$ cat config.mk
export PLATFORM = sky130hd
export DESIGN_NAME = mi3_queue
export DESIGN_NICKNAME = d
export VERILOG_FILES = /design/src/hw/rtl/mi3_pkg.sv /design/src/hw/rtl/mi3_queue.sv
export SDC_FILE = /design/constraint.sdc
export NUM_CORES = 1
export LEC_CHECK = 0
export ABC_AREA = 0
export BUFFER_PORTS_ARGS = -buffer_cell sky130_fd_sc_hd__buf_2
export CAP_MARGIN = 25
export CORE_AREA = 2 2 436 438
export CTS_CLUSTER_DIAMETER = 100
export DETAILED_ROUTE_END_ITERATION = 12
export DIE_AREA = 0 0 438 440
export PLACE_DENSITY = 0.65
export SLEW_MARGIN = 20
export SYNTH_ARGS = -nofsm -noshare
export SYNTH_HDL_FRONTEND = slang
export SYNTH_SLANG_ARGS = --single-unit
$ cat constraint.sdc
create_clock -name clock -period 20.4 [get_ports clock]
set_input_delay 2.04 -clock clock [delete_from_list [all_inputs] [get_ports clock]]
set_output_delay 2.04 -clock clock [all_outputs]
set_load 0.01 [all_outputs]
$ cat src/hw/rtl/mi3_pkg.sv
package mi3_pkg;

   localparam int ELEM_W  = 24;
   localparam int OUT_W   = 32;
   localparam int COF_W   = 49;
   localparam int MAG_W   = 48;
   localparam int DET_W   = 74;
   localparam int DMAG_W  = 74;
   localparam int QB      = 33;
   localparam int REM_W   = DMAG_W + 1 + QB;
   localparam int DIV_LAT = QB + 1;
   localparam int NELEM   = 9;
   localparam int QUEUE_DEPTH = 4;

   localparam logic [OUT_W-1:0] SAT_POS = 32'h7FFF_FFFF;
   localparam logic [OUT_W-1:0] SAT_NEG = 32'h8000_0000;
   localparam logic [QB-1:0]    LIM_POS = 33'h0_7FFF_FFFF;
   localparam logic [QB-1:0]    LIM_NEG = 33'h0_8000_0000;

   localparam logic RES_INVERSE  = 1'b0;
   localparam logic RES_ADJUGATE = 1'b1;

   typedef struct packed {
      logic                             mode;
      logic                             singular;
      logic                             dneg;
      logic [OUT_W-1:0]                 det;
      logic [DMAG_W-1:0]                dmag;
      logic [NELEM-1:0]                 aneg;
      logic [NELEM-1:0][MAG_W-1:0]      am;
   } qent_type;

   // sign and magnitude to a saturated 32-bit two's complement word
   function automatic logic [OUT_W-1:0] sat32(input logic neg, input logic ovf,
                                              input logic [QB-1:0] mag);
      logic [OUT_W-1:0] r;
      if (!neg) begin
         r = (ovf || mag > LIM_POS) ? SAT_POS : mag[OUT_W-1:0];
      end else begin
         r = (ovf || mag > LIM_NEG) ? SAT_NEG : OUT_W'(0) - mag[OUT_W-1:0];
      end
      return r;
   endfunction

endpackage

$ cat src/hw/rtl/mi3_queue.sv
module mi3_queue #(
   parameter int DEPTH = mi3_pkg::QUEUE_DEPTH
) (
   input  logic              clock,
   input  logic              reset,
   input  logic              push,
   input  mi3_pkg::qent_type push_data,
   input  logic              pop,
   output logic              full,
   output logic              not_empty,
   output mi3_pkg::qent_type head
);
   import mi3_pkg::*;

   localparam int PW = (DEPTH > 1) ? $clog2(DEPTH) : 1;
   localparam int CW = $clog2(DEPTH + 1);

   qent_type        ent_ff [DEPTH];
   logic [PW-1:0]   wr_ff, rd_ff;
   logic [CW-1:0]   cnt_ff;

   function automatic logic [PW-1:0] bump(input logic [PW-1:0] p);
      return (p == PW'(DEPTH - 1)) ? '0 : p + PW'(1);
   endfunction

   always_ff @(posedge clock) begin
      if (reset) begin
         wr_ff  <= '0;
         rd_ff  <= '0;
         cnt_ff <= '0;
      end else begin
         if (push) wr_ff <= bump(wr_ff);
         if (pop)  rd_ff <= bump(rd_ff);
         if (push && !pop)      cnt_ff <= cnt_ff + CW'(1);
         else if (pop && !push) cnt_ff <= cnt_ff - CW'(1);
      end
   end

   always_ff @(posedge clock) begin
      if (push) ent_ff[wr_ff] <= push_data;
   end

   assign full      = (cnt_ff == CW'(DEPTH));
   assign not_empty = (cnt_ff != '0);
   assign head      = ent_ff[rd_ff];

endmodule

# Word-level counts from Yosys, hierarchy flattened
# Memories as Yosys holds them, arrays and structs flattened. A register that Yosys moved wholly into a read port is not among the register bits.
# Index checks and enable logic that the tools add are counted.
[classes]
n_mux = 8
n_eq_ne = 3
n_reduce_logical = 6
addsub = 4
[ops]
columns = ["operator", "count"]
rows = [
  ["$mux W2", 4],
  ["$mux W3", 2],
  ["$add A2 B1 Y2 const B", 2],
  ["$eq A2 B2 Y1 const B", 2],
  ["$add A3 B1 Y3 const B", 1],
  ["$eq A3 B3 Y1 const B", 1],
  ["$reduce_bool A3 Y1", 1],
  ["$sub A3 B1 Y3 const B", 1],
  ["$logic_and A1 B1 Y1", 2],
  ["$logic_not A1 Y1", 2],
  ["$mux W1", 2],
  ["$reduce_bool A2 Y1", 1],
]
[word_totals]
ff_bits = 7
input_bits = 554
memories = 1
mem_bits_rw = 2200
[mem_list]
columns = ["memory", "words", "width", "read_ports", "rd_clocked_by_memory_dff", "wr", "line_no", "text"]
rows = [
  ["ent_ff", 4, 550, 1, 1, 1, "mi3_queue.sv:18", "qent_type ent_ff [DEPTH];"],
]

# Logic depth before layout (Yosys ltp)
[depth]
depth_word = 4
depth_mapped = 7
ltp_nobuf = 7

# Worst setup path before layout
# Ideal clock, no wire load.
[synth_timing]
kind = "input to register"
start = "in push"
end = "mem ent_ff[0][0] in the netlist's numbering (enable)"
path_slack_ns = 5.037
required_ns = 19.415
t_arrival_ns = 14.378
setup_time_ns = 0.985
path_stages = 1
n_path_buf = 0
path_cell_list = "and2_1"
[synth_between]
elab_chain_cells = 2
[synth_lines]
columns = ["element", "line_no", "text"]
rows = [
  ["start, declared", "mi3_queue.sv:6", "input logic push,"],
  ["$mux W1", "mi3_queue.sv:40", "if (push) ent_ff[wr_ff] <= push_data;"],
  ["$mux W1 (implied by the code)", "mi3_queue.sv:40", ""],
  ["end, declared", "mi3_queue.sv:18", ""],
]
# Every way passes these cells.

==> impl_metrics.prom <==
# TYPE chip_impl_metric gauge
chip_impl_info{name="outcome",value="completed"} 1
chip_impl_metric{name="yosys_register_bits",unit=""} 2209
chip_impl_metric{name="detailed_place_hpwl",unit="um"} 119000
chip_impl_metric{name="summed_area_of_non_filler_cells_in_the_final_layout",unit="mm^2"} 0.0951
chip_impl_metric{name="tightest_slew",unit="ps"} 1130
chip_impl_metric{name="crit_required",unit="ps"} 18360
chip_impl_metric{name="pwr_density_cell",unit="mW/mm^2"} 105
chip_impl_metric{name="die-height",unit="um"} 440
chip_impl_metric{name="clk-insertion-delay-late",unit="ps"} 850
chip_impl_metric{name="drc",unit=""} 0
chip_impl_metric{name="detail_route.iter0.violations",unit=""} 2952
chip_impl_metric{name="cts_resized",unit=""} 0
chip_impl_metric{name="clk_path_buf_depth",unit=""} 3
chip_impl_metric{name="synth.distinct_cells",unit=""} 18
chip_impl_metric{name="design.final.nets",unit=""} 4725
chip_impl_metric{name="post_synth.cell_area_avg",unit="um^2"} 27.4
chip_impl_metric{name="timing.setup.tns",unit="ps"} 0
chip_impl_info{name="setup.worst_path.start_class",value="flip-flop"} 1
chip_impl_metric{name="area_delta_synth_final",unit="%"} 19.1
chip_impl_metric{name="post_cts_hold_buffer_count",unit=""} 0
chip_impl_info{name="critical_path.endpoint_type",value="output pin"} 1
chip_impl_metric{name="maxCapViolCount",unit=""} 0
chip_impl_info{name="timing.critical_path.cells",value="buf_4, buf_4, buf_4, mux4_2, buf_2"} 1
chip_impl_info{name="critical_r2r_capture",value="ent_ff[1][65]"} 1
chip_impl_metric{name="synth-edff-count",unit=""} 2200
chip_impl_info{name="clock_tree_from_tritoncts",value="yes"} 1
chip_impl_info{name="cpMaxStageDelayCell",value="buf_4"} 1
chip_impl_metric{name="combinationalPowerShare",unit="%"} 8.7
chip_impl_metric{name="share_seq_of_total_power",unit="%"} 52.6
chip_impl_info{name="worst_path_most_repeated_cell",value="buf_4"} 1
chip_impl_metric{name="synth.top_cell.area_share",unit="%"} 82.7
chip_impl_metric{name="skew",unit="ps"} 44.0
chip_impl_metric{name="post_drt_via_cell_ratio",unit=""} 5.29
chip_impl_metric{name="path_buf_inv",unit=""} 4
chip_impl_metric{name="synth.cell_area",unit="mm^2"} 0.0798
chip_impl_metric{name="setup.reg_to_reg.worst_slack",unit="ps"} 15510
chip_impl_metric{name="finalHoldViolations",unit=""} 0
chip_impl_metric{name="power.ir.vdd_worst",unit="V"} 0.0000905
chip_impl_metric{name="floorplan.io_pins",unit=""} 1106
chip_impl_info{name="min-delay-start",value="cnt_ff[2]"} 1
chip_impl_metric{name="cts.sinks",unit=""} 2209
chip_impl_metric{name="netlist_instances",unit=""} 2916
chip_impl_metric{name="synth.yosys.warnings",unit=""} 0
chip_impl_metric{name="internal_power_of_the_cells",unit="uW"} 7780
chip_impl_info{name="synth_ff_type",value="edfxtp_1"} 1
chip_impl_metric{name="period_needed",unit="ps"} 6920
chip_impl_info{name="clock-root-buffer",value="clkbuf_16"} 1
chip_impl_metric{name="leakage",unit="uW"} 0.0314
chip_impl_metric{name="reg2reg_depth",unit=""} 6
chip_impl_info{name="synth_commonest_cells",value="edfxtp_1, mux4_2, buf_2, buf_6, dfxtp_1"} 1
chip_impl_metric{name="antenna_left",unit=""} 0
chip_impl_metric{name="timing.final.setup_violations",unit=""} 0
chip_impl_metric{name="num-fill-cells",unit=""} 14843
chip_impl_metric{name="grt_pass1_wl",unit="um"} 262000
chip_impl_metric{name="clkPwrFrac",unit="%"} 38.7
chip_impl_metric{name="layout_worst_path_cycle_share",unit="%"} 33.9
chip_impl_info{name="min_delay_worst_endpoint",value="cnt_ff[2]"} 1
chip_impl_metric{name="globalRoute.totalOverflow",unit=""} 0
chip_impl_metric{name="dp.cells",unit=""} 6457
chip_impl_info{name="synth_top_cells_by_area",value="edfxtp_1, mux4_2, buf_6"} 1
chip_impl_metric{name="arrival",unit="ps"} 4880
chip_impl_metric{name="initial_antenna_violation_count",unit=""} 102
chip_impl_metric{name="grt_pass1_vias",unit=""} 36900
chip_impl_metric{name="drt-total-wl",unit="um"} 185000
chip_impl_metric{name="cts-htree-levels",unit=""} 4
chip_impl_metric{name="clkTransAtPathRegs",unit="ps"} 60
chip_impl_metric{name="grt_max_degree",unit=""} 158
chip_impl_metric{name="hold_path_depth",unit=""} 2
chip_impl_metric{name="placement_rows",unit=""} 160
chip_impl_info{name="synth_most_common_cell",value="edfxtp_1"} 1
chip_impl_metric{name="post_route_non_filler_standard_cell_count",unit=""} 6893
chip_impl_metric{name="post_drt_wl_per_cell",unit="um"} 26.9
chip_impl_metric{name="max_slew_vio_count",unit=""} 0
chip_impl_metric{name="chipWidth",unit="um"} 438
chip_impl_metric{name="worstPathMaxFanout",unit=""} 60
chip_impl_metric{name="starting_density_of_the_core",unit="%"} 42.3
chip_impl_metric{name="timing.slew.headroom",unit="%"} 24.7
chip_impl_metric{name="drive_above_1_share",unit="%"} 46.3
chip_impl_metric{name="die_area",unit="mm^2"} 0.193
chip_impl_metric{name="number_of_i_o_port_buffers",unit=""} 1105
chip_impl_metric{name="yosysSeqAreaShare",unit="%"} 83.0
chip_impl_metric{name="placedInstanceArea",unit="mm^2"} 0.0881
chip_impl_metric{name="netSwitchingPower",unit="uW"} 2210
chip_impl_metric{name="timing.critical_path.slowest_cell_delay",unit="ps"} 870
chip_impl_metric{name="syn-num-nets",unit=""} 3477
chip_impl_metric{name="core_region_area",unit="mm^2"} 0.189
chip_impl_metric{name="postCtsSetupBuffers",unit=""} 0
chip_impl_metric{name="postSynth.asyncResetShare",unit="%"} 0
chip_impl_metric{name="drt_pass1_iterations",unit=""} 5
chip_impl_metric{name="tritoncts.num_buffers",unit=""} 216
chip_impl_info{name="cpLargestDelayFamily",value="buffers and inverters"} 1
chip_impl_info{name="rr_startpoint",value="wr_ff[0]"} 1
chip_impl_metric{name="total_power_of_the_final_layout",unit="uW"} 9990
chip_impl_info{name="setup.worst_path.class",value="reg2out"} 1
chip_impl_info{name="rsz_0062_raised_after_global_routing",value="false"} 1
chip_impl_metric{name="grt_use_total",unit="%"} 18.8
chip_impl_info{name="worst_hold_path_type",value="reg2reg"} 1
chip_impl_metric{name="final_cell_utilization_of_the_core",unit="%"} 50.4
chip_impl_info{name="synthDominantAreaCellType",value="edfxtp_1"} 1
chip_impl_metric{name="max_freq",unit="MHz"} 145
chip_impl_metric{name="gpl.final_weighted_congestion",unit=""} 0.801
chip_impl_metric{name="routed-via-count",unit=""} 36430
chip_impl_metric{name="power.switching_fraction",unit="%"} 22.1
[sequential cells by signal, indices dropped and copies added (netlist names), named ones only]
signal,flops
ent_ff,2200
cnt_ff,3
rd_ff,2
wr_ff,2
[power by group through the flow]
| stage | Clock (uW) | Sequential, uW | Combinational, uW |
|---|---|---|---|
| 2_1_floorplan | 0 | 5450 | 473 |
| 3_3_place_gp | 0 | 5340 | 876 |
| 3_5_place_dp | 0 | 5350 | 884 |
| 4_1_cts | 3960 | 5250 | 886 |
| 5_1_grt | 4130 | 5270 | 920 |
| 6_report | 3870 | 5250 | 865 |
[stage by stage]
stage          setup WS (ps)  hold WS (ps)
4_1_cts                13230           504
5_1_grt                13070           526
6_report               13480           507
2_1_floorplan           5040           455
3_3_place_gp           13680           479
3_5_place_dp           13720           489
[logic make-up (layout without fill, tap and decap cells)]
kind of cell / Yosys count / in the layout / share of synthesized area (%)
DFF: 2209 / 2209 / 83.0
muxes: 554 / 554 / 15.6
AOI/OAI and AO/OA: 3 / 3 / 0.0188
buffers and inverters: 126 / 1551 / 1.21
and+or+nand+nor: 15 / 15 / 0.0987
xor gates and xnor gates: 2 / 2 / 0.0219
other: 0 / 41 / 0
adders and majority gates: 7 / 7 / 0.119
[how the worst max path moves through the flow]
| stage | slack, ps | depth (start not counted) | to |
|---|---|---|---|
| floorplan | 5040 | 1 | ent_ff[0][0] |
| global placement | 13680 | 6 | ent_ff[1][89] |
| detailed placement | 13720 | 6 | ent_ff[1][83] |
| CTS | 13230 | 5 | head[535] |
| global route | 13070 | 5 | head[59] |
| finish | 13480 | 5 | head[468] |
[per-layer routing]
metal	part of all wire, %	wire (um)	track usage, %	up-vias
li1	-	-	-	15340
met1	37	67800	22.3	19314
met2	51	95100	31.5	1269
met3	7.7	14300	6.22	427
met4	4.2	7840	8.22	80
met5	0.27	506	0	-
[layout by cell type, fill, tap and decap left out, types with 10 or more instances in the layout]
cell type / count
bufinv_16: 19
diode_2: 41
clkinv_2: 43
buf_4: 37
clkbuf_1: 42
edfxtp_1: 2200
clkinv_1: 50
clkbuf_16: 220
mux4_2: 550
buf_12: 10
buf_2: 1105
[cell type report]
class                   count  area [um^2]  share of cell area (%)
flip-flops and latches   2209        66300                    69.7
well taps                2511         3140                    3.30
clock buffers             262         5660                    5.96
repair buffers           1152         6010                    6.32
diodes                     41          103                   0.108
inverters                   4         15.0                  0.0158
clock inverters           133         1250                    1.31
multi-input cells         581        12600                    13.3
[tightest hold or removal path, stage by stage (launching register included)]
cell and delay [ps]:
dfxtp_1 320, o21ai_0 70, a21oi_1 60
Power figures use the tool's default switching activity.
